**src/rtl/core/qspc_pkg.sv**
```systemverilog
// Shared codes and sizes for the quadrature speed PID controller.
package qspc_pkg;

    localparam int CFG_DATA_W  = 21;
    localparam int CFG_INDEX_W = 2;
    localparam int TARGET_W    = 21;
    localparam int GAIN_W      = 16;
    localparam int WORD_W      = 32;
    localparam int DIVIDEND_W  = 41;
    localparam int DIV_CNT_W   = 6;
    localparam int PROD_W      = GAIN_W + WORD_W + 1;
    localparam int ACC_W       = PROD_W + 2;
    localparam int QUOT_W      = ACC_W - 8;

    typedef enum logic [1:0] {
        OP_ENCODER = 2'd0,
        OP_TICK    = 2'd1,
        OP_CLEAR   = 2'd2,
        OP_NONE    = 2'd3
    } op_t;

    typedef enum logic [1:0] {
        CFG_TARGET = 2'd0,
        CFG_GAIN_P = 2'd1,
        CFG_GAIN_I = 2'd2,
        CFG_GAIN_D = 2'd3
    } cfg_index_t;

    typedef enum logic [1:0] {
        DIR_STOP     = 2'd0,
        DIR_FORWARD  = 2'd1,
        DIR_BACKWARD = 2'd2
    } dir_t;

    localparam logic [1:0] STEP_UP   = 2'd1;
    localparam logic [1:0] STEP_DOWN = 2'd3;

    localparam logic [7:0] DUTY_MAX = 8'd255;

endpackage

```
**src/rtl/core/quadrature_speed_pid_controller.sv**
```systemverilog
// Quadrature encoder counter with speed estimate and PID duty output, one unit.
//
// Each item produces one result. An encoder sample, a position clear or an unused
// op is accepted and then loads the output register. A control tick is accepted,
// then passes the scale by 1000 (S_SCALE1, S_SCALE2), the bit-serial restoring
// divider that divides the scaled count change by the elapsed milliseconds, and
// then the speed sign and saturation, the error, the integral, the three Q8.8
// gain products, which share one 16 by 33 bit multiplier in turn, the final sum,
// the clamp and the output register. A tick with zero elapsed time skips the
// scale and the divider and keeps the old speed. The result waits in S_FINISH
// while the output register holds a result not yet taken. The block takes one item
// at a time and accepts the next item while the previous result still waits at the
// output register.
module quadrature_speed_pid_controller (
    input  logic                                 clk,
    input  logic                                 rst_n,
    input  logic                                 in_valid,
    output logic                                 in_ready,
    input  logic [1:0]                           op,
    input  logic                                 pin_a,
    input  logic                                 pin_b,
    input  logic [31:0]                          now_ms,
    output logic                                 out_valid,
    input  logic                                 out_ready,
    output logic signed [31:0]                   position,
    output logic signed [31:0]                   speed,
    output logic [7:0]                           pwm_duty,
    output logic [1:0]                           direction,
    input  logic                                 cfg_we,
    input  logic [qspc_pkg::CFG_INDEX_W-1:0]     cfg_index,
    input  logic [qspc_pkg::CFG_DATA_W-1:0]      cfg_data
);

    typedef enum logic [3:0] {
        S_IDLE,
        S_SCALE1,
        S_SCALE2,
        S_DIV,
        S_SPEED,
        S_ERR,
        S_SUM,
        S_MUL_P,
        S_MUL_I,
        S_MUL_D,
        S_ACC,
        S_QUANT,
        S_FINISH
    } state_t;

    localparam int DW = qspc_pkg::DIVIDEND_W;
    localparam int WW = qspc_pkg::WORD_W;

    state_t state_reg;

    logic signed [qspc_pkg::TARGET_W-1:0] target_reg;
    logic signed [qspc_pkg::GAIN_W-1:0]   gain_p_reg;
    logic signed [qspc_pkg::GAIN_W-1:0]   gain_i_reg;
    logic signed [qspc_pkg::GAIN_W-1:0]   gain_d_reg;

    logic [WW-1:0]          count_reg;
    logic                   prev_a_reg;
    logic                   prev_b_reg;
    logic [WW-1:0]          last_tick_reg;
    logic [WW-1:0]          last_count_reg;
    logic signed [WW-1:0]   speed_est_reg;
    logic signed [WW-1:0]   error_sum_reg;
    logic signed [WW-1:0]   last_error_reg;
    logic [7:0]             duty_reg;

    logic [WW-1:0]                        dt_reg;
    logic [WW-1:0]                        mag_reg;
    logic                                 neg_reg;
    logic [DW-1:0]                        work_reg;
    logic [WW-1:0]                        rem_reg;
    logic [qspc_pkg::DIV_CNT_W-1:0]       cnt_reg;
    logic signed [WW-1:0]                 err_reg;
    logic signed [WW:0]                   deriv_reg;
    logic signed [qspc_pkg::PROD_W-1:0]   prod_reg;
    logic signed [qspc_pkg::ACC_W-1:0]    acc_reg;

    logic                   out_valid_reg;
    logic signed [WW-1:0]   position_reg;
    logic signed [WW-1:0]   speed_reg;
    logic [7:0]             pwm_duty_reg;
    logic [1:0]             direction_reg;

    function automatic logic [1:0] phase_of(input logic a, input logic b);
        logic [1:0] p;
        if (a)
        begin
            p = b ? 2'd2 : 2'd1;
        end
        else
        begin
            p = b ? 2'd3 : 2'd0;
        end
        return p;
    endfunction

    function automatic logic signed [31:0] sat33(input logic signed [32:0] v);
        logic signed [31:0] r;
        if (v[32] != v[31])
        begin
            r = v[32] ? 32'sh80000000 : 32'sh7FFFFFFF;
        end
        else
        begin
            r = v[31:0];
        end
        return r;
    endfunction

    logic [1:0]                           enc_step;
    logic [WW-1:0]                        dp;
    logic [DW-1:0]                        mag_wide;
    logic [WW:0]                          rem_shift;
    logic                                 rem_ge;
    logic [WW-1:0]                        rem_next;
    logic signed [WW:0]                   err_diff;
    logic signed [WW:0]                   sum_wide;
    logic signed [qspc_pkg::GAIN_W-1:0]   mul_a;
    logic signed [WW:0]                   mul_b;
    logic signed [qspc_pkg::PROD_W-1:0]   mul_prod;
    logic signed [qspc_pkg::ACC_W-1:0]    acc_adj;
    logic signed [qspc_pkg::QUOT_W-1:0]   quot;
    logic signed [qspc_pkg::QUOT_W-1:0]   quot_abs;
    logic [7:0]                           duty_next;
    logic [1:0]                           dir_next;

    always_comb
    begin
        enc_step  = phase_of(pin_a, pin_b) - phase_of(prev_a_reg, prev_b_reg);
        dp        = count_reg - last_count_reg;
        mag_wide  = DW'(mag_reg);
        rem_shift = {rem_reg, work_reg[DW-1]};
        rem_ge    = rem_shift >= {1'b0, dt_reg};
        rem_next  = rem_ge ? WW'(rem_shift - {1'b0, dt_reg}) : rem_shift[WW-1:0];
        err_diff  = (WW+1)'(target_reg) - (WW+1)'(speed_est_reg);
        sum_wide  = (WW+1)'(error_sum_reg) + (WW+1)'(err_reg);

        unique case (state_reg)
            S_MUL_P:
            begin
                mul_a = gain_p_reg;
                mul_b = (WW+1)'(err_reg);
            end
            S_MUL_I:
            begin
                mul_a = gain_i_reg;
                mul_b = (WW+1)'(error_sum_reg);
            end
            default:
            begin
                mul_a = gain_d_reg;
                mul_b = deriv_reg;
            end
        endcase
        mul_prod = mul_a * mul_b;

        acc_adj  = acc_reg + (acc_reg[qspc_pkg::ACC_W-1] ?
                              qspc_pkg::ACC_W'(255) : qspc_pkg::ACC_W'(0));
        quot     = acc_adj[qspc_pkg::ACC_W-1:8];
        quot_abs = quot[qspc_pkg::QUOT_W-1] ? -quot : quot;
        if (quot > qspc_pkg::QUOT_W'(255) || quot < -qspc_pkg::QUOT_W'(255))
        begin
            duty_next = qspc_pkg::DUTY_MAX;
        end
        else
        begin
            duty_next = quot_abs[7:0];
        end

        if (target_reg == '0)
        begin
            dir_next = qspc_pkg::DIR_STOP;
        end
        else if (target_reg[qspc_pkg::TARGET_W-1])
        begin
            dir_next = qspc_pkg::DIR_BACKWARD;
        end
        else
        begin
            dir_next = qspc_pkg::DIR_FORWARD;
        end
    end

    always_ff @(posedge clk or negedge rst_n)
    begin
        if (!rst_n)
        begin
            target_reg <= '0;
            gain_p_reg <= '0;
            gain_i_reg <= '0;
            gain_d_reg <= '0;
        end
        else if (cfg_we)
        begin
            unique case (cfg_index)
                qspc_pkg::CFG_TARGET: target_reg <= $signed(cfg_data);
                qspc_pkg::CFG_GAIN_P: gain_p_reg <= $signed(cfg_data[qspc_pkg::GAIN_W-1:0]);
                qspc_pkg::CFG_GAIN_I: gain_i_reg <= $signed(cfg_data[qspc_pkg::GAIN_W-1:0]);
                qspc_pkg::CFG_GAIN_D: gain_d_reg <= $signed(cfg_data[qspc_pkg::GAIN_W-1:0]);
                default: ;
            endcase
        end
    end

    always_ff @(posedge clk or negedge rst_n)
    begin
        if (!rst_n)
        begin
            state_reg      <= S_IDLE;
            count_reg      <= '0;
            prev_a_reg     <= 1'b0;
            prev_b_reg     <= 1'b0;
            last_tick_reg  <= '0;
            last_count_reg <= '0;
            speed_est_reg  <= '0;
            error_sum_reg  <= '0;
            last_error_reg <= '0;
            duty_reg       <= '0;
            dt_reg         <= '0;
            mag_reg        <= '0;
            neg_reg        <= 1'b0;
            work_reg       <= '0;
            rem_reg        <= '0;
            cnt_reg        <= '0;
            err_reg        <= '0;
            deriv_reg      <= '0;
            prod_reg       <= '0;
            acc_reg        <= '0;
            out_valid_reg  <= 1'b0;
            position_reg   <= '0;
            speed_reg      <= '0;
            pwm_duty_reg   <= '0;
            direction_reg  <= '0;
        end
        else
        begin
            if (out_valid_reg && out_ready && state_reg != S_FINISH)
            begin
                out_valid_reg <= 1'b0;
            end

            unique case (state_reg)
                S_IDLE:
                begin
                    if (in_valid)
                    begin
                        state_reg <= S_FINISH;
                        unique case (op)
                            qspc_pkg::OP_ENCODER:
                            begin
                                if (enc_step == qspc_pkg::STEP_UP)
                                begin
                                    count_reg <= count_reg + 32'd1;
                                end
                                else if (enc_step == qspc_pkg::STEP_DOWN)
                                begin
                                    count_reg <= count_reg - 32'd1;
                                end
                                prev_a_reg <= pin_a;
                                prev_b_reg <= pin_b;
                            end
                            qspc_pkg::OP_TICK:
                            begin
                                dt_reg         <= now_ms - last_tick_reg;
                                last_tick_reg  <= now_ms;
                                last_count_reg <= count_reg;
                                neg_reg        <= dp[WW-1];
                                mag_reg        <= dp[WW-1] ? (~dp + 32'd1) : dp;
                                state_reg      <= (now_ms == last_tick_reg) ? S_ERR : S_SCALE1;
                            end
                            qspc_pkg::OP_CLEAR:
                            begin
                                count_reg <= '0;
                            end
                            default: ;
                        endcase
                    end
                end
                S_SCALE1:
                begin
                    work_reg  <= (mag_wide << 10) - (mag_wide << 4);
                    state_reg <= S_SCALE2;
                end
                S_SCALE2:
                begin
                    work_reg  <= work_reg - (mag_wide << 3);
                    rem_reg   <= '0;
                    cnt_reg   <= qspc_pkg::DIV_CNT_W'(DW - 1);
                    state_reg <= S_DIV;
                end
                S_DIV:
                begin
                    rem_reg  <= rem_next;
                    work_reg <= {work_reg[DW-2:0], rem_ge};
                    cnt_reg  <= cnt_reg - qspc_pkg::DIV_CNT_W'(1);
                    if (cnt_reg == '0)
                    begin
                        state_reg <= S_SPEED;
                    end
                end
                S_SPEED:
                begin
                    if (!neg_reg)
                    begin
                        speed_est_reg <= (work_reg > DW'(32'h7FFFFFFF)) ?
                                         32'sh7FFFFFFF : $signed(work_reg[WW-1:0]);
                    end
                    else
                    begin
                        speed_est_reg <= (work_reg > DW'(32'h80000000)) ?
                                         32'sh80000000 :
                                         $signed(~work_reg[WW-1:0] + 32'd1);
                    end
                    state_reg <= S_ERR;
                end
                S_ERR:
                begin
                    err_reg   <= sat33(err_diff);
                    state_reg <= S_SUM;
                end
                S_SUM:
                begin
                    error_sum_reg  <= sat33(sum_wide);
                    deriv_reg      <= (WW+1)'(err_reg) - (WW+1)'(last_error_reg);
                    last_error_reg <= err_reg;
                    state_reg      <= S_MUL_P;
                end
                S_MUL_P:
                begin
                    prod_reg  <= mul_prod;
                    acc_reg   <= '0;
                    state_reg <= S_MUL_I;
                end
                S_MUL_I:
                begin
                    prod_reg  <= mul_prod;
                    acc_reg   <= acc_reg + qspc_pkg::ACC_W'(prod_reg);
                    state_reg <= S_MUL_D;
                end
                S_MUL_D:
                begin
                    prod_reg  <= mul_prod;
                    acc_reg   <= acc_reg + qspc_pkg::ACC_W'(prod_reg);
                    state_reg <= S_ACC;
                end
                S_ACC:
                begin
                    acc_reg   <= acc_reg + qspc_pkg::ACC_W'(prod_reg);
                    state_reg <= S_QUANT;
                end
                S_QUANT:
                begin
                    duty_reg  <= duty_next;
                    state_reg <= S_FINISH;
                end
                S_FINISH:
                begin
                    if (!out_valid_reg || out_ready)
                    begin
                        out_valid_reg <= 1'b1;
                        position_reg  <= $signed(count_reg);
                        speed_reg     <= speed_est_reg;
                        pwm_duty_reg  <= duty_reg;
                        direction_reg <= dir_next;
                        state_reg     <= S_IDLE;
                    end
                end
                default:
                begin
                    state_reg <= S_IDLE;
                end
            endcase
        end
    end

    assign in_ready  = (state_reg == S_IDLE);
    assign out_valid = out_valid_reg;
    assign position  = position_reg;
    assign speed     = speed_reg;
    assign pwm_duty  = pwm_duty_reg;
    assign direction = direction_reg;

endmodule
```
**config.mk**
```make
export PLATFORM = sky130hd
export DESIGN_NAME = quadrature_speed_pid_controller
export DESIGN_NICKNAME = d
export VERILOG_FILES = /design/src/rtl/core/qspc_pkg.sv /design/src/rtl/core/quadrature_speed_pid_controller.sv
export SDC_FILE = /design/constraint.sdc
export NUM_CORES = 2
export LEC_CHECK = 0
export ABC_AREA = 1
export BUFFER_PORTS_ARGS = -buffer_cell sky130_fd_sc_hd__buf_2
export CORE_MARGIN = 5
export CORE_UTILIZATION = 60
export CTS_BUF_LIST = sky130_fd_sc_hd__clkbuf_2
export DETAILED_ROUTE_END_ITERATION = 8
export GPL_TIMING_DRIVEN = 0
export PLACE_DENSITY = 0.92
export REMOVE_ABC_BUFFERS = 1
export SLEW_MARGIN = 5
export SYNTH_ARGS = -nofsm -noshare
export SYNTH_HDL_FRONTEND = slang
export SYNTH_SLANG_ARGS = --single-unit
```
**constraint.sdc**
```tcl
create_clock -name clk -period 7.5 [get_ports clk]
set_input_delay 0 -clock clk [delete_from_list [all_inputs] [get_ports clk]]
set_output_delay 0 -clock clk [all_outputs]
set_load 0.01 [all_outputs]
```
==> run metrics, run 1 <==
input/output buffers 139; number of library cell types mapped by synthesis 79; Synth async-reset ratio 1.000; Post-Synth XOR/XNOR Area 0.02920; gr usage total 0.5718; largest family of logic cells by synthesized area simple AND/OR/NAND/NOR gates; Err [ERROR GRT-0232] Routing congestion too high. Check the congestion heatmap in the GUI.; post-synthesis mux area share 0.0008042; status stopped before the end; cell row count ~130; Failed at global routing; worst ep type register input; Gate Count Post-Synth 9965; largest net degree at the start of global routing 118; compound-gate portion of the synthesized area 0.1437; H-Tree Depth 4; CTS Sinks 659; GRT repair_timing worst endpoint prod_reg[37]$_DFFE_PN0P_/D; #FFs+latches synth around 660; Area after DPL 72280 µm²; Simple-Gate Fraction of Synth Area 0.2453; Cell Area, Synth 70010 µm²; adder-cell share of the synthesized area 0.2277; Initial Utilization 0.6033; grt ovf 26; Placed Cells incl. Taps around 11k; I/O pin cnt 140; number of synthesized flops with an enable pin 0; Clock Path Buffers 3; root buffer cell clkbuf_2; Main synth FF type dfrtp_1; post-synthesis sequential area ratio 0.2355; Die W 351.6 µm; YS warnings 0; Detailed Place HPWL 170900 µm; RePlAce Congestion 1.028; Avg Cell Area, Syn around 7.0 µm²; height of the die 351.6 µm; number of buffers created by CTS 180
routing by layer:
layer | global-route usage | overflow
met2 | 0.7388 | 11
met5 | 0.2908 | 1
met1 | 0.5885 | 2
met4 | 0.4613 | 11
met3 | 0.4349 | 1
cell usage after synthesis (30+ instances only):
library cell | count | area, µm²
a21o_1 | 53 | 397.9
a21oi_1 | 649 | 3248
a31oi_1 | 76 | 475.5
buf_2 | 51 | 255.2
clkbuf_1 | 189 | 709.4
dfrtp_1 | 659 | 16490
fa_1 | 509 | 10190
ha_1 | 460 | 5756
inv_1 | 1873 | 7030
nand2_1 | 2466 | 9256
nand3_1 | 412 | 2062
nand4_1 | 96 | 600.6
nor2_1 | 859 | 3224
nor3_1 | 96 | 480.5
nor4_1 | 42 | 262.8
o21a_1 | 32 | 240.2
o21ai_0 | 693 | 3468
o21ai_1 | 30 | 150.1
o21bai_1 | 37 | 277.8
o22ai_1 | 38 | 237.7
or2_2 | 66 | 412.9
xnor2_1 | 82 | 718.2
xor2_1 | 144 | 1261
through the flow:
step	setup WS (ns)	TNS (ns)
floorplan	-2.586	-85.56
global placement	-9.246	-5195.67
detailed placement	-2.429	-61.60
CTS	-0.02778	-0.06933
cells by family after synthesis:
logic type,Yosys count
flip-flops,659
AND/OR/NAND/NOR,4149
AO/OA/AOI/OAI,1796
adder cells (fa/ha/maj),969
multiplexers,5
buffers and inverters,2157
XOR/XNOR,230
repair_timing:
action / CTS
pin swaps: 125
setup buffers: 208
gates cloned: 21
setup endpoints to repair: 41
endpoints found under the hold margin: 957
hold buffers: 275
gates resized for setup: 322
==> inputs of run 2 (changes only) <==
- CORE_UTILIZATION: 60 -> 40
- CTS_BUF_LIST: sky130_fd_sc_hd__clkbuf_2 -> default
- PLACE_DENSITY: 0.92 -> default
- PLACE_DENSITY_LB_ADDON: default -> 0.15
- clock period: 7.5 -> 9.75 ns (I/O delays scaled with it)
==> run metrics, run 2 <==
CTS Sinks 659 (unchanged); Tmin final approximately 9 ns; drt drc 0; largest net degree at the start of global routing 108; cell with the most instances after synthesis nand2_1; Clock Path Buffers 3 (unchanged); cell row count 153 (+22%); nets@finish 11.10k; crit path DAT 9.72 ns; Max Slew Vio Count 0; Detailed Place HPWL 184200 µm (+7.8%); register area around 16000 µm²; detailed-route via count 64.44k; #FFs+latches synth 659 (unchanged); vias in the first global route 65.32k; Multi-input gate area 45450 µm²; CP dominant cell by count inv_1; RePlAce Congestion 0.9179 (-11%); Die Area 183500 µm²; top post-synthesis cells by count nand2_1, inv_1, nor2_1; gr usage total 0.2490; area leader, netlist dfrtp_1; crit path kind reg -> reg; pre-CTS setup slack -0.3868 ns (+2.042 ns); Core Region between 150000 and 200000 µm²; top cells by area, synth dfrtp_1, fa_1, nand2_1, inv_1, ha_1; input/output buffers 139 (unchanged); CTS tree built; first drt pass iteration count 5; post-synthesis sequential area ratio 0.2355 (unchanged); worst slew pin tran 1.366 ns; period utilization 0.9367; grt ovf 0; Main synth FF type dfrtp_1; first-pass GRT wire length 368500 µm; Gate Count Post-Synth 9965 (unchanged); Setup WS post-layout 0.6173 ns; area delta synth->final 10.57%; R2R Path Start state_reg[1]$_DFFE_PN0P_; Slew HR 0.08609; Post-Route WL 231400 µm; number of library cell types mapped by synthesis 79 (unchanged); max reg flops 51; RSZ-0062 raised after global routing no; vias per inst 5.174; reg2reg end prod_reg[48]$_DFFE_PN0P_; layout cells sized above 1 0.05587; Critical Path Source state_reg[1]$_DFFE_PN0P_; height of the die 428.4 µm (+22%); number of synthesized flops with an enable pin 0 (unchanged); slowest cell on the critical path fa_2; Avg Cell Area, Syn 7.026 µm² (unchanged); endpoint type of the worst setup path register; H-Tree Depth 3 (-1); Worst-path clk slew 0.06 ns; worst skew pair latency 0.72 ns; Worst Path Required 10.34 ns; number of buffers created by CTS 84 (-53%); Die W 428.4 µm (+22%); Initial Utilization 0.4023 (-0.2010); root buffer cell clkbuf_16; Synth async-reset ratio 1.000 (unchanged); I/O pin cnt 140 (unchanged); most common cell after layout, fill and taps aside nand2_1; clock skew approximately 0.039 ns; crit path to prod_reg[48]$_DFFE_PN0P_; min-delay worst type in -> reg; Avg WL per Cell around 19 µm; initial antenna violation count 0; Max FO, Critical Path 30; Layout fillers 18.15k; Final Hold Fails 0; max incr delay on CP 0.86 ns; CP Launch Type register; status finished clean; Max-Cap Viols 0; Peak Freq roughly 110 MHz; YS warnings 0 (unchanged); initial drt markers 4441; area share of the largest cell type after synthesis 0.2355 (unchanged); final setup fails 0; internal reg-to-reg setup slack 0.62 ns; most frequent cells in the layout nand2_1, inv_1, nor2_1, o21ai_0, dfrtp_1; DRT antenna net count 0; Register-to-Register Path Depth 28; Cell Area, Synth 70010 µm² (unchanged); Diodes inserted 0
run 2: per-layer routing:
layer / GRT usage / share of wire / vias up
met5: 0 / 0 / -
met4: 0.06771 / 0.027 / 0
met3: 0.02372 / 0.045 / 315
met2: 0.4340 / 0.48 / 1467
met1: 0.3309 / 0.45 / 30940
li1: - / - / 31720
run 2: worst max-delay path, delay by kind of cell (launching register included):
family	cells	cell delay, ns
fa+ha+maj	7	4.09
simple gates	9	2.43
buf+inv	9	1.31
compound gates	3	0.68
flops	1	0.43
run 2: timing repair:
item	4_1_cts	5_1_grt
buffers inserted	0	13
pin swaps	0	3
gates cloned	0	5
hold buffers	75	0
resized for setup	1	20
hold endpoints to repair	575	0
endpoints found under the setup margin	2	21
run 2: worst min path at each step:
stage | startpoint | cells after the start | slack (ns) | end
6_report | now_ms[13] | 4 | 0.06 | last_tick_reg[13]$_DFFE_PN0P_
5_1_grt | cfg_data[16] | 3 | 0.07 | target_reg[16]$_DFFE_PN0P_
4_1_cts | cfg_data[17] | 3 | 0.0005 | target_reg[17]$_DFFE_PN0P_
3_5_place_dp | rst_n | 1 | 0.08 | last_tick_reg[27]$_DFFE_PN0P_
3_3_place_gp | now_ms[10] | 3 | 0.23 | last_tick_reg[10]$_DFFE_PN0P_
2_1_floorplan | rst_n | 0 | -0.30 | acc_reg[0]$_DFFE_PN0P_
run 2: stage by stage:
stage	std cells	area, µm²	util	hold slack [ns]	setup TNS (ns)
after CTS	12440	77200	0.4436	0.0005405	0
after global routing	12460	77410	0.4449	0.06988	0
final	12460	77410	0.4449	0.05724	0
after floorplan	9702	68880	-	-0.2956	-2.093
after detailed placement	12210	73390	0.4218	0.08419	-0.4877
after global placement	12170	72480	0.4165	0.2314	-4472.43
run 2: layout make-up:
cell class              instances  area share
well taps                    2325     0.03758
multi-input cells            7149      0.5872
clock inverters                40    0.007451
clock buffers                 115     0.03179
flip-flops and latches        659      0.2130
repair inverters                5   0.0004849
inverters                    1894     0.09208
repair buffers                269     0.03040
run 2: logic make-up after synthesis:
group / synth area share
buf+inv: 0.1177
simple gates: 0.2453
compound gates: 0.1437
flops: 0.2355
fa+ha+maj: 0.2277
xor+xnor: 0.02920
mux: 0.0008041
Power of run 2 is left out: the tool's default activity adds up to more than one toggle a clock period on the data nets, which glitch-free logic cannot reach.
